===== config.mk =====
export PLATFORM = sky130hd
export DESIGN_NAME = typewriter_overstrike_normalizer
export DESIGN_NICKNAME = d
export VERILOG_FILES = /design/src/rtl/tonorm_pkg.sv /design/src/rtl/tonorm_front.sv /design/src/rtl/tonorm_queue.sv /design/src/rtl/tonorm_back.sv /design/src/rtl/typewriter_overstrike_normalizer.sv
export SDC_FILE = /design/constraint.sdc
export NUM_CORES = 2
export LEC_CHECK = 0
export BUFFER_PORTS_ARGS = -buffer_cell sky130_fd_sc_hd__buf_4
export CORE_MARGIN = 1.5
export CORE_UTILIZATION = 28
export DETAILED_ROUTE_END_ITERATION = 8
export PLACE_DENSITY = 0.44
export SETUP_SLACK_MARGIN = 0.15
export SYNTH_ARGS = -nofsm -noshare
export SYNTH_HDL_FRONTEND = slang
export SYNTH_HIERARCHICAL = 1
export SYNTH_SLANG_ARGS = --single-unit

===== constraint.sdc =====
create_clock -name clk -period 6.3 [get_ports clk]
set_clock_uncertainty 0.15 [all_clocks]
set_input_delay 1.26 -clock clk [delete_from_list [all_inputs] [get_ports clk]]
set_output_delay 1.26 -clock clk [all_outputs]
set_load 0.01 [all_outputs]

===== src/rtl/tonorm_pkg.sv =====
package tonorm_pkg;

  // ring geometry (depth is a power of two; fill limit stays below the depth)
  localparam int RING_DEPTH = 256;
  localparam int FILL_LIMIT = 246;
  localparam int AW         = $clog2(RING_DEPTH);
  localparam int CW         = $clog2(FILL_LIMIT + 1);
  localparam int CHAR_W     = 7;

  // front-to-back queue
  localparam int QDEPTH = 2;
  localparam int QAW    = $clog2(QDEPTH);
  localparam int QCW    = $clog2(QDEPTH + 1);

  // character codes
  localparam logic [CHAR_W-1:0] CH_BS     = 7'h08;
  localparam logic [CHAR_W-1:0] CH_NL     = 7'h0a;
  localparam logic [CHAR_W-1:0] CH_CR     = 7'h0d;
  localparam logic [CHAR_W-1:0] CH_ESC    = 7'h1b;
  localparam logic [CHAR_W-1:0] CH_SPACE  = 7'h20;
  localparam logic [CHAR_W-1:0] CH_DOLLAR = 7'h24;
  localparam logic [CHAR_W-1:0] CH_UNDER  = 7'h5f;
  localparam logic [CHAR_W-1:0] CH_EMPTY  = 7'h00;

  // request codes
  localparam logic REQ_BYTE = 1'b0;
  localparam logic REQ_PULL = 1'b1;

  // classified operation
  typedef enum logic [2:0] {
    OP_PLAIN,
    OP_BS,
    OP_CR,
    OP_NL,
    OP_SPACE,
    OP_UNDER,
    OP_PULL
  } op_class_t;

  typedef struct packed {
    op_class_t         op;
    logic [CHAR_W-1:0] ch;
  } q_entry_t;

  typedef enum logic {
    BK_IDLE,
    BK_EXEC
  } back_state_t;

  // physical ring index of an offset from the read head
  function automatic logic [AW-1:0] ring_index(input logic [AW-1:0] head,
                                               input logic [CW-1:0] off);
    ring_index = head + AW'(off);
  endfunction

endpackage


===== src/rtl/tonorm_front.sv =====
module tonorm_front
  import tonorm_pkg::*;
(
  input  logic       clk,
  input  logic       rst_n,
  input  logic       push,
  output logic       full,
  input  logic       in_req_type,
  input  logic [7:0] in_byte_in,
  input  logic       q_full,
  output logic       q_push,
  output q_entry_t   q_data
);

  logic              ended_r;
  logic              ended_nxt;
  logic              accept;
  logic [CHAR_W-1:0] ch7;

  assign full   = q_full;
  assign accept = push && !q_full;
  assign ch7    = in_byte_in[CHAR_W-1:0];

  // bytes after the end of source are dropped here
  assign q_push    = accept && !(ended_r && (in_req_type == REQ_BYTE));
  assign ended_nxt = ended_r || (accept && (in_req_type == REQ_PULL));

  // classify the transaction
  always_comb begin
    q_data.ch = ch7;
    q_data.op = OP_PLAIN;
    if (in_req_type == REQ_PULL) begin
      q_data.op = OP_PULL;
    end else begin
      unique case (ch7)
        CH_BS:    q_data.op = OP_BS;
        CH_CR:    q_data.op = OP_CR;
        CH_NL:    q_data.op = OP_NL;
        CH_SPACE: q_data.op = OP_SPACE;
        CH_UNDER: q_data.op = OP_UNDER;
        CH_ESC:   q_data.ch = CH_DOLLAR;
        default:  q_data.op = OP_PLAIN;
      endcase
    end
  end

  always_ff @(posedge clk) begin
    if (!rst_n) begin
      ended_r <= 1'b0;
    end else begin
      ended_r <= ended_nxt;
    end
  end

endmodule


===== src/rtl/tonorm_queue.sv =====
module tonorm_queue
  import tonorm_pkg::*;
(
  input  logic     clk,
  input  logic     rst_n,
  input  logic     wr_en,
  input  q_entry_t wr_data,
  output logic     q_full,
  input  logic     rd_en,
  output logic     q_empty,
  output q_entry_t rd_data
);

  q_entry_t         entry_r [QDEPTH];
  logic [QAW-1:0]   wr_ptr_r, wr_ptr_nxt;
  logic [QAW-1:0]   rd_ptr_r, rd_ptr_nxt;
  logic [QCW-1:0]   count_r, count_nxt;
  logic             do_wr, do_rd;

  assign q_full  = (count_r == QCW'(QDEPTH));
  assign q_empty = (count_r == '0);
  assign rd_data = entry_r[rd_ptr_r];
  assign do_wr   = wr_en && !q_full;
  assign do_rd   = rd_en && !q_empty;

  // pointer and count update
  always_comb begin
    wr_ptr_nxt = do_wr ? wr_ptr_r + 1'b1 : wr_ptr_r;
    rd_ptr_nxt = do_rd ? rd_ptr_r + 1'b1 : rd_ptr_r;
    count_nxt  = count_r;
    if (do_wr && !do_rd) begin
      count_nxt = count_r + 1'b1;
    end else if (do_rd && !do_wr) begin
      count_nxt = count_r - 1'b1;
    end
  end

  always_ff @(posedge clk) begin
    if (!rst_n) begin
      wr_ptr_r <= '0;
      rd_ptr_r <= '0;
      count_r  <= '0;
    end else begin
      wr_ptr_r <= wr_ptr_nxt;
      rd_ptr_r <= rd_ptr_nxt;
      count_r  <= count_nxt;
    end
  end

  // entry storage
  always_ff @(posedge clk) begin
    if (do_wr) begin
      entry_r[wr_ptr_r] <= wr_data;
    end
  end

endmodule


===== src/rtl/tonorm_back.sv =====
module tonorm_back
  import tonorm_pkg::*;
(
  input  logic              clk,
  input  logic              rst_n,
  input  logic              q_empty,
  input  q_entry_t          q_data,
  output logic              q_pop,
  output logic              empty,
  input  logic              pop,
  output logic [CHAR_W-1:0] out_char_out,
  output logic              out_end_of_text
);

  back_state_t       state_r, state_nxt;
  q_entry_t          op_r, op_nxt;
  logic [AW-1:0]     head_r, head_nxt;
  logic [CW-1:0]     cur_r, cur_nxt;
  logic [CW-1:0]     fill_r, fill_nxt;
  logic [CW-1:0]     ls_r, ls_nxt;
  logic [RING_DEPTH-1:0] vld_r;

  logic [CHAR_W-1:0] mem [RING_DEPTH];
  logic [CHAR_W-1:0] rd_cur_r, rd_head_r;
  logic              cur_vld_r, head_vld_r;
  logic [AW-1:0]     rd_addr;
  logic              rd_en;

  logic              out_vld_r, out_vld_nxt;
  logic [CHAR_W-1:0] out_char_r, out_char_nxt;
  logic              out_eot_r, out_eot_nxt;

  logic [CHAR_W-1:0] cell_cur, cell_head;
  logic              keep;
  logic              wr_req;
  logic [CW-1:0]     wr_off;
  logic [AW-1:0]     wr_addr;
  logic [CHAR_W-1:0] wr_data;
  logic [CW-1:0]     cur_t, fill_t, ls_t;
  logic              do_emit, do_eom, has_res, stall, commit;
  logic              out_take;

  assign empty           = !out_vld_r;
  assign out_char_out    = out_char_r;
  assign out_end_of_text = out_eot_r;
  assign out_take        = pop && out_vld_r;

  assign rd_addr   = ring_index(head_r, cur_r);
  assign cell_cur  = cur_vld_r  ? rd_cur_r  : CH_EMPTY;
  assign cell_head = head_vld_r ? rd_head_r : CH_EMPTY;
  assign wr_addr   = ring_index(head_r, wr_off);

  // typing step: cursor move, overstrike and cell write
  always_comb begin
    keep    = 1'b0;
    wr_req  = 1'b0;
    wr_off  = cur_r;
    wr_data = op_r.ch;
    cur_t   = cur_r;
    fill_t  = fill_r;
    ls_t    = ls_r;
    unique case (op_r.op)
      OP_BS: begin
        if (cur_r > ls_r) cur_t = cur_r - 1'b1;
      end
      OP_CR: begin
        cur_t = ls_r;
      end
      OP_NL: begin
        wr_req = 1'b1;
        wr_off = fill_r;
        cur_t  = fill_r + 1'b1;
        fill_t = fill_r + 1'b1;
        ls_t   = fill_r + 1'b1;
      end
      OP_PULL: begin
        wr_req = 1'b0;
      end
      OP_PLAIN, OP_SPACE, OP_UNDER: begin
        if (op_r.op == OP_SPACE) begin
          keep = (cell_cur != CH_EMPTY);
        end else if (op_r.op == OP_UNDER) begin
          keep = (cell_cur != CH_EMPTY) && (cell_cur != CH_SPACE);
        end
        wr_req = !keep;
        cur_t  = cur_r + 1'b1;
        if (cur_t > fill_r) fill_t = fill_r + 1'b1;
      end
      default: begin
        wr_req = 1'b0;
      end
    endcase
  end

  // result decision and stall on a full output register
  always_comb begin
    if (op_r.op == OP_PULL) begin
      do_emit = (fill_r != '0);
      do_eom  = (fill_r == '0);
    end else begin
      do_emit = (fill_t >= CW'(FILL_LIMIT));
      do_eom  = 1'b0;
    end
    has_res = do_emit || do_eom;
    stall   = has_res && out_vld_r && !pop;
    commit  = (state_r == BK_EXEC) && !stall;
  end

  // sequencer: fetch op and read ring, then update and emit
  always_comb begin
    state_nxt    = state_r;
    op_nxt       = op_r;
    head_nxt     = head_r;
    cur_nxt      = cur_r;
    fill_nxt     = fill_r;
    ls_nxt       = ls_r;
    q_pop        = 1'b0;
    rd_en        = 1'b0;
    out_vld_nxt  = out_vld_r && !out_take;
    out_char_nxt = out_char_r;
    out_eot_nxt  = out_eot_r;
    unique case (state_r)
      BK_IDLE: begin
        if (!q_empty) begin
          q_pop     = 1'b1;
          rd_en     = 1'b1;
          op_nxt    = q_data;
          state_nxt = BK_EXEC;
        end
      end
      BK_EXEC: begin
        if (commit) begin
          state_nxt = BK_IDLE;
          cur_nxt   = cur_t;
          fill_nxt  = fill_t;
          ls_nxt    = ls_t;
          if (do_eom) begin
            out_vld_nxt  = 1'b1;
            out_char_nxt = CH_EMPTY;
            out_eot_nxt  = 1'b1;
          end else if (do_emit) begin
            out_vld_nxt  = 1'b1;
            out_char_nxt = (wr_req && (wr_addr == head_r)) ? wr_data : cell_head;
            out_eot_nxt  = 1'b0;
            head_nxt     = head_r + 1'b1;
            fill_nxt     = fill_t - 1'b1;
            if (cur_t != '0) cur_nxt = cur_t - 1'b1;
            if (ls_t != '0)  ls_nxt  = ls_t - 1'b1;
          end
        end
      end
      default: begin
        state_nxt = BK_IDLE;
      end
    endcase
  end

  always_ff @(posedge clk) begin
    if (!rst_n) begin
      state_r   <= BK_IDLE;
      head_r    <= '0;
      cur_r     <= '0;
      fill_r    <= '0;
      ls_r      <= '0;
      out_vld_r <= 1'b0;
    end else begin
      state_r   <= state_nxt;
      head_r    <= head_nxt;
      cur_r     <= cur_nxt;
      fill_r    <= fill_nxt;
      ls_r      <= ls_nxt;
      out_vld_r <= out_vld_nxt;
    end
  end

  // payload registers
  always_ff @(posedge clk) begin
    op_r       <= op_nxt;
    out_char_r <= out_char_nxt;
    out_eot_r  <= out_eot_nxt;
  end

  // cell valid bits, an invalid cell reads as empty
  always_ff @(posedge clk) begin
    if (!rst_n) begin
      vld_r <= '0;
    end else if (commit) begin
      if (wr_req) vld_r[wr_addr] <= 1'b1;
      if (do_emit) vld_r[head_r] <= 1'b0;
    end
  end

  // ring memory: one write port, two registered read ports
  always_ff @(posedge clk) begin
    if (commit && wr_req) begin
      mem[wr_addr] <= wr_data;
    end
    if (rd_en) begin
      rd_cur_r   <= mem[rd_addr];
      rd_head_r  <= mem[head_r];
      cur_vld_r  <= vld_r[rd_addr];
      head_vld_r <= vld_r[head_r];
    end
  end

`ifndef SYNTHESIS
  a_cur_in_text: assert property (@(posedge clk) disable iff (!rst_n)
    cur_r <= fill_r)
    else $error("cursor beyond buffered text");

  a_line_start: assert property (@(posedge clk) disable iff (!rst_n)
    ls_r <= cur_r)
    else $error("cursor before line start");

  a_fill_bound: assert property (@(posedge clk) disable iff (!rst_n)
    fill_r < CW'(FILL_LIMIT))
    else $error("fill count reached limit after update");

  a_exec_done: assert property (@(posedge clk) disable iff (!rst_n)
    (state_r == BK_EXEC && !stall) |=> (state_r == BK_IDLE))
    else $error("update step did not finish");

  a_no_overwrite: assert property (@(posedge clk) disable iff (!rst_n)
    (out_vld_r && !pop && state_r == BK_EXEC && has_res) |=> (state_r == BK_EXEC))
    else $error("result dropped on full output register");
`endif

endmodule


===== src/rtl/typewriter_overstrike_normalizer.sv =====
// Typewriter overstrike normalizer. Source bytes (request type 0) are cut to
// 7 bits and typed into a 256-cell look-ahead ring at a cursor: backspace and
// carriage return move the cursor back within the current line, ESC is typed
// as '$', newline jumps to the end of the text, and a space struck over a
// filled cell, or an underscore over a filled cell that is not a space,
// keeps the old character. Once 246 characters are buffered the oldest one
// comes out as a transaction. A pull (request type 1) marks the source ended
// and returns one buffered character, or an end mark (char 0, end_of_text 1)
// when the ring is empty; bytes after that are dropped. The front end takes
// one transaction per cycle into a two-entry queue while the queue is not
// full; the back end takes the next one only once the last is done, reading
// the ring in its idle state and updating in its exec state, which waits
// while the result register holds an untaken result. The line start is kept
// in a register. Reset clears the ring at once; no clearing pass.
module typewriter_overstrike_normalizer
  import tonorm_pkg::*;
(
  input  logic              clk,
  input  logic              rst_n,
  input  logic              push,
  output logic              full,
  input  logic              in_req_type,
  input  logic [7:0]        in_byte_in,
  output logic              empty,
  input  logic              pop,
  output logic [CHAR_W-1:0] out_char_out,
  output logic              out_end_of_text
);

  logic     q_full, q_empty, q_push, q_pop;
  q_entry_t q_wr_data, q_rd_data;

  // classify incoming transactions
  tonorm_front u_front (
    .clk         (clk),
    .rst_n       (rst_n),
    .push        (push),
    .full        (full),
    .in_req_type (in_req_type),
    .in_byte_in  (in_byte_in),
    .q_full      (q_full),
    .q_push      (q_push),
    .q_data      (q_wr_data)
  );

  // decoupling queue
  tonorm_queue u_queue (
    .clk     (clk),
    .rst_n   (rst_n),
    .wr_en   (q_push),
    .wr_data (q_wr_data),
    .q_full  (q_full),
    .rd_en   (q_pop),
    .q_empty (q_empty),
    .rd_data (q_rd_data)
  );

  // ring update and result register
  tonorm_back u_back (
    .clk             (clk),
    .rst_n           (rst_n),
    .q_empty         (q_empty),
    .q_data          (q_rd_data),
    .q_pop           (q_pop),
    .empty           (empty),
    .pop             (pop),
    .out_char_out    (out_char_out),
    .out_end_of_text (out_end_of_text)
  );

endmodule

== Word-level counts from Yosys, hierarchy flattened ==
Memory sizes are Yosys's and may differ from the RTL's. A register that Yosys moved wholly into a read port is not among the register bits.
Cells that the tools add are included.

* Logic and storage cells: 159
* Memory bits (writable): 1812
* Input bits: 13
* Memories: 2
* Output and inout bits: 10
* Flip-flop bits (word level): 305

* Mux-type cells: 55
* Reduce and logical (&&, ||, !) cells: 44
* Magnitude comparators: 8
* Eq/ne operators: 15
* Bitwise gates (word level): 7
* $add $sub $neg: 13

{| class="wikitable"
|+ Memory list
! memory !! words !! bits a word !! rd ports !! clocked after memory_dff !! write ports !! RTL line !! source
|-
| u_back.mem || 256 || 7 || 2 || 2 || 1 || tonorm_back.sv:23 || <nowiki>logic [CHAR_W-1:0] mem [RING_DEPTH];</nowiki>
|-
| u_queue.entry_r || 2 || 10 || 1 || 1 || 1 || tonorm_queue.sv:14 || <nowiki>q_entry_t entry_r [QDEPTH];</nowiki>
|}

{| class="wikitable"
|+ Operators with widths
! operator !! count
|-
| two-way mux 256 bit || 4
|-
| bitwise AND 256 bit || 1
|-
| NOT 256 bit || 1
|-
| OR 256 bit || 1
|-
| two-way mux 8 bit || 12
|-
| two-way mux 7 bit || 6
|-
| case mux 8 bit (4 select lines) || 1
|-
| subtractor 8 x 1 -> 8 bit, second input constant || 4
|-
| less-than comparator 8 x 9 -> 1 bit, second input constant || 3
|-
| adder 8 x 1 -> 8 bit, second input constant || 3
|-
| nonzero test 8 bit || 3
|-
| == test 7 x 4 -> 1 bit, second input constant || 3
|-
| two-way mux 1 bit || 21
|-
| logical AND 1 bit || 18
|-
| adder 8 bit || 2
|-
| binary-select mux 1 bit (select 8 bit) || 2
|-
| demux 1 bit (select 8 bit) || 2
|-
| greater-or-equal comparator 8 x 1 -> 1 bit, second input constant || 2
|-
| greater-than comparator 8 bit || 2
|-
| case mux 8 bit (2 select lines) || 1
|-
| case mux 3 bit (5 select lines) || 1
|-
| zero test 1 bit || 10
|-
| == test 3 bit, second input constant || 3
|-
| == test 8 bit || 1
|-
| other kinds (25) || 35
|}

== Depth between registers and ports, before layout ==
* Depth in word-level cells: 15
* Depth in mapped cells: 21
* Mapped depth without buffers: 17

== Hierarchy ==
Netlist, hierarchy kept.

{| class="wikitable"
|+ By module, submodules not included
! module !! seq. area each (um2) !! cells an instance !! area each (um2) !! times used
|-
| tonorm_back || 60638.2 || 5415 || 101945.3 || 1
|-
| tonorm_queue || 700.7 || 57 || 945.9 || 1
|-
| tonorm_front || 20.0 || 29 || 215.2 || 1
|}

== Least setup slack after synthesis ==
OpenSTA, ideal clock, no wires.

* Path type: reg2reg
* Start: reg u_back.head_r[1]
* End: mem u_back.mem[14][0], enable pin
* Library setup time: 360 ps
* Data required time: 5790 ps
* Cell stages (with the launch flop): 19
* Path buffers: 7
* Setup slack: 949 ps
* Period minus slack after synthesis: 5351 ps
* Data arrival time: 4842 ps
* Cell sequence: dfxtp_1 clkbuf_1 clkbuf_1 buf_1 clkbuf_1 clkbuf_1 clkbuf_1 inv_1 fa_1 nor2b_1 o21ai_0 a21boi_0 o21ai_0 nand2b_1 xnor2_1 nand2_1 buf_1 or3_1 nor2_1

* Longest elaborated chain between the ends: 1

{| class="wikitable"
|+ Ends and longest elaborated chain
! what !! RTL line !! source
|-
| start, declared || tonorm_back.sv:17 || <nowiki>logic [AW-1:0] head_r, head_nxt;</nowiki>
|-
| start signal, assigned || tonorm_back.sv:168 || <nowiki>head_r <= head_nxt;</nowiki>
|-
| adder 8 bit || tonorm_pkg.sv:53 || <nowiki>ring_index = head + AW'(off);</nowiki>
|-
| end, declared || tonorm_back.sv:23 ||
|}

No other way between the ends.

== Worst setup path after layout ==
* Start: reg u_back.cur_r[1]
* End: mem u_back.mem[147][1], enable pin

* Longest elaborated chain between the ends: 14
* Elaborated cells between the ends (all ways): 16
* Those cells by class: add/sub: 2; order compare: 2; mux: 6; reduce/logical: 6

{| class="wikitable"
|+ Ends and longest elaborated chain
! what !! RTL line !! source
|-
| start, declared || tonorm_back.sv:18 || <nowiki>logic [CW-1:0] cur_r, cur_nxt;</nowiki>
|-
| start signal, assigned || tonorm_back.sv:169 || <nowiki>cur_r <= cur_nxt;</nowiki>
|-
| adder 8 x 1 -> 8 bit || tonorm_back.sv:86 || <nowiki>cur_t = cur_r + 1'b1;</nowiki>
|-
| greater-than comparator 8 bit || tonorm_back.sv:87 || <nowiki>if (cur_t > fill_r) fill_t = fill_r + 1'b1;</nowiki>
|-
| two-way mux 8 bit || tonorm_back.sv:87 ||
|-
| case mux 8 bit (2 select lines) || tonorm_back.sv:62 || <nowiki>unique case (op_r.op)</nowiki>
|-
| greater-or-equal comparator 8 bit || tonorm_back.sv:101 || <nowiki>do_emit = (fill_t >= CW'(FILL_LIMIT));</nowiki>
|-
| two-way mux 1 bit || tonorm_back.sv:97 || <nowiki>if (op_r.op == OP_PULL) begin</nowiki>
|-
| logical OR 1 bit || tonorm_back.sv:104 || <nowiki>has_res = do_emit || do_eom;</nowiki>
|-
| logical AND 1 bit (2 in a row) || tonorm_back.sv:105 || <nowiki>stall = has_res && out_vld_r && !pop;</nowiki>
|-
| zero test 1 bit || tonorm_back.sv:106 || <nowiki>commit = (state_r == BK_EXEC) && !stall;</nowiki>
|-
| logical AND 1 bit || tonorm_back.sv:106 ||
|-
| logical AND 1 bit || tonorm_back.sv:195 || <nowiki>if (commit && wr_req) begin</nowiki>
|-
| two-way mux 1 bit || tonorm_back.sv:195 ||
|-
| two-way mux 1 bit (implied by the code) || tonorm_back.sv:196 || <nowiki>mem[wr_addr] <= wr_data;</nowiki>
|}

Parallel ways exist; a longest one is shown, timed or not.

==> summary.txt <==
Power
  • Peak VDD IR: 320 uV
  • Leakage Power: 36.0 nW
  • Pwr dens: 403 nW/um^2
  • Power, Total: 48.6 mW

Min path
  • Endpoint, Worst Hold: u_front/ended_r$_SDFF_PN0_
  • Hold_sp: u_front/ended_r$_SDFF_PN0_
  • Worst Hold Class: flip-flop to flip-flop
  • Hold Path Depth: 1

Layout
  • Layout cell share with drive strength beyond 1: 40.8%
  • Fillcell total: about 35k
  • Nets@finish: between 5k and 6k
  • Fin util: 32.9%
  • Fin cells: 10.8k
  • FF/Latch Area: 61,400 sq um
  • Final Cell Area: 121,000 sq um
  • Area grow syn2layout: 17.0%
  • Multi-input logic area: about 40,000 sq um
  • Most frequent cells in the layout: edfxtp_1, mux4_2, buf_4
  • Most common cell after layout, fill and taps aside: edfxtp_1

Drt
  • Wire length per cell: 33.9 um
  • DRC viols: 0
  • Antenna-violating nets left: 0
  • Iter 0 DRT Violations: roughly 6.5k
  • Final wirelength: about 370,000 um
  • DR vias/cell: 5.59
  • DR pass1 iterations: 5
  • Via total after detailed routing: around 61k

GRT
  • Initial antenna violation count: 14
  • Global-route wire length before repair: 511,000 um
  • Grt ovf: 0
  • Number of global-route vias before repair: 62.1k
  • Largest net degree at the start of global routing: 159
  • Tot GR Track Use: 19.5%

Die
  • Rows: 222
  • Io pins: 23
  • Core area: 366,000 sq um
  • Initial Utilization: 28.2%
  • Die width: a little over 600 um
  • Die Y: 610 um
  • Die area: 372,000 sq um

Timing
  • Slew Limit Headroom: around 5.9%
  • Worst-margin pin slew: 1410 ps
  • Period minus WS final: 5880 ps
  • Unrepaired setup endpoints after global routing: true
  • Max frequency: 0.170 GHz
  • Final worst slack: 423 ps
  • Worst hold margin: 307 ps
  • Fin crit share: 93.3%
  • Final hold viol count: 0
  • Fin Setup TNS: 0 ps
  • Final setup fails: 0
  • Slew Limit Fails: 0

Worst setup path
  • Crit end category: flip-flop
  • CP arrival: 6320 ps
  • Worst setup SP type: flip-flop
  • Req. time, crit path: 6750 ps
  • Worst R2R Path Depth: 18
  • Reg2reg start: u_back/cur_r[1]$_SDFFE_PN0P_
  • Worst R2R End: u_back/mem[147][1]$_DFFE_PP_
  • FF-to-FF setup slack: 420 ps
  • WS Path Type: flip-flop to flip-flop
  • Max Fanout on Critical Path: 16

Clock network
  • Clock buffer count from CTS: 263
  • Worst-skew pair later-pin latency: around 910 ps
  • Clk sink count: 2,142
  • H-tree Lvls: 5
  • CTS tree: yes
  • CTS clk-pin slew, worst paths: about 60 ps
  • Setup bufs post-CTS: 0
  • Clk buf depth: 4
  • Hold buffer count at cts: 0
  • Root Buffer Master: clkbuf_16

Logic synthesis
  • Yosys reg bits: 2,142
  • Synthesized cell area: between 100,000 and 150,000 sq um
  • Sequential fraction of the synthesis area: 59.5%
  • Number of synthesized flops with an enable pin: roughly 1.8k
  • Syn Nets: 5,561
  • Most used DFF post-synth: edfxtp_1
  • Number of library cell types mapped by synthesis: 80
  • Mean Syn Cell Area: 18.7 sq um
  • Post-Synthesis Cells: 5,501
  • Warning count from the yosys run: 6
  • Async S/R FF share, synth: 0%

Run status
  • Status: complete, no violations

Placement
  • DP Wirelength: 238,000 um
  • Setup WS pre-CTS: between 400 and 500 ps
  • Gpl congestion: 0.862
  • Placed cells: 10.4k
  • IO Port Bufs: 21
  • Area post-placement: 112,000 sq um

Run
  • Max-cap violations: 0
-- worst max-delay path, stage by stage (launching register included) --
cell,delay (ps)
dfxtp_1,420
ha_1,300
nand3_1,120
xnor2_1,260
ha_1,280
and4_1,230
a211o_1,280
o21a_1,200
o21ai_1,140
mux2i_1,300
inv_1,90
ha_1,210
o221ai_1,190
o311a_1,280
o31ai_4,220
buf_4,280
or3_1,420
nor2_1,880
buf_4,290
-- logic make-up after synthesis --
family	count (synthesis)	share of synthesized area, %
buffers and inverters	505	1.91
AO/OA/AOI/OAI	624	4.89
flip-flops	2142	59.5
XOR/XNOR	57	0.512
AND/OR/NAND/NOR	751	3.60
adder cells (fa/ha/maj)	47	0.585
multiplexers	1375	29.0
-- worst max path at each step --
stage	from	endpoint	slack (ps)	cells after the start
after CTS	u_back/cur_r[1]$_SDFFE_PN0P_	u_back/mem[30][1]$_DFFE_PP_	390	18
final	u_back/cur_r[1]$_SDFFE_PN0P_	u_back/mem[147][1]$_DFFE_PP_	420	18
after global routing	u_back/cur_r[1]$_SDFFE_PN0P_	u_back/mem[171][3]$_DFFE_PP_	140	18
after detailed placement	u_back/op_r[8]$_DFFE_PP_	u_back/mem[145][1]$_DFFE_PP_	430	15
after floorplan	u_back/head_r[1]$_SDFFE_PN0P_	u_back/mem[14][0]$_DFFE_PP_	950	18
after global placement	u_back/op_r[8]$_DFFE_PP_	u_back/mem[145][1]$_DFFE_PP_	370	16
-- final cells by class --
cell class / count / area share, %
flip-flops and latches: 2142 / 50.9
multi-input cells: 2854 / 33.1
clock buffers: 322 / 5.78
well taps: 4816 / 5.00
repair buffers: 515 / 3.82
clock inverters: 154 / 1.24
inverters: 37 / 0.115
diodes: 4 / 0.00830
-- metal layers --
metal / track usage, % / vias to the layer above / share of wire, %
met4: 6.10 / 4 / 3.4
met2: 30.6 / 2449 / 46
met5: 0 / - / 0.0057
li1: - / 24449 / -
met3: 3.44 / 509 / 6.8
met1: 27.4 / 33183 / 44
-- power breakdown --
part,internal (mW),switching [mW]
clock,8.76,6.34
sequential,17.0,0.248
combinational,6.50,9.71
total,32.3,16.3
-- repair_timing --
action / 4_1_cts / 5_1_grt
hold endpoints to repair: 0 / 0
gates resized for setup: 0 / 15
setup endpoints to repair: 0 / 72
-- sequential cells by signal (all words and copies together) (netlist names), named ones only --
| register | flops |
|---|---|
| u_back/mem | 1792 |
| u_back/cur_vld_r | 1 |
| u_back/rd_cur_r | 7 |
| u_back/vld_r | 256 |
| u_back/head_vld_r | 1 |
| u_back/out_end_of_text | 1 |
| u_queue/count_r | 2 |
| u_back/head_r | 8 |
| u_queue/rd_ptr_r | 1 |
| u_back/out_vld_r | 1 |
| u_back/ls_r | 8 |
| u_queue/entry_r | 20 |
| u_queue/wr_ptr_r | 1 |
| u_back/cur_r | 8 |
| u_back/op_r | 3 |
| u_front/ended_r | 1 |
| u_back/rd_head_r | 7 |
| u_back/state_r | 1 |
| u_back/out_char_out | 7 |
| u_back/fill_r | 8 |
| u_back/wr_data | 7 |
-- Yosys cell counts, types with 11 or more instances --
master | n | area share [%]
edfxtp_1 | 1846 | 54
mux4_2 | 1288 | 28
nor2_1 | 334 | 1.2
clkbuf_1 | 299 | 1.1
dfxtp_1 | 296 | 5.7
o221a_2 | 209 | 2.3
a21oi_1 | 145 | 0.70
buf_1 | 125 | 0.46
nand2_1 | 97 | 0.35
a211oi_1 | 89 | 0.65
or3_1 | 77 | 0.47
mux2i_1 | 73 | 0.71
nor2b_1 | 53 | 0.32
o21ai_0 | 49 | 0.24
ha_1 | 45 | 0.55
buf_2 | 41 | 0.20
a22oi_1 | 40 | 0.29
nand3_1 | 39 | 0.19
xnor2_1 | 37 | 0.31
inv_1 | 36 | 0.13
nor3_1 | 35 | 0.17
nand4_1 | 19 | 0.12
xor2_1 | 18 | 0.15
nand2b_1 | 17 | 0.10
mux2_2 | 14 | 0.15
and3_1 | 13 | 0.079
o211ai_1 | 12 | 0.087
nand3b_1 | 11 | 0.080
Power figures use the tool's default switching activity.
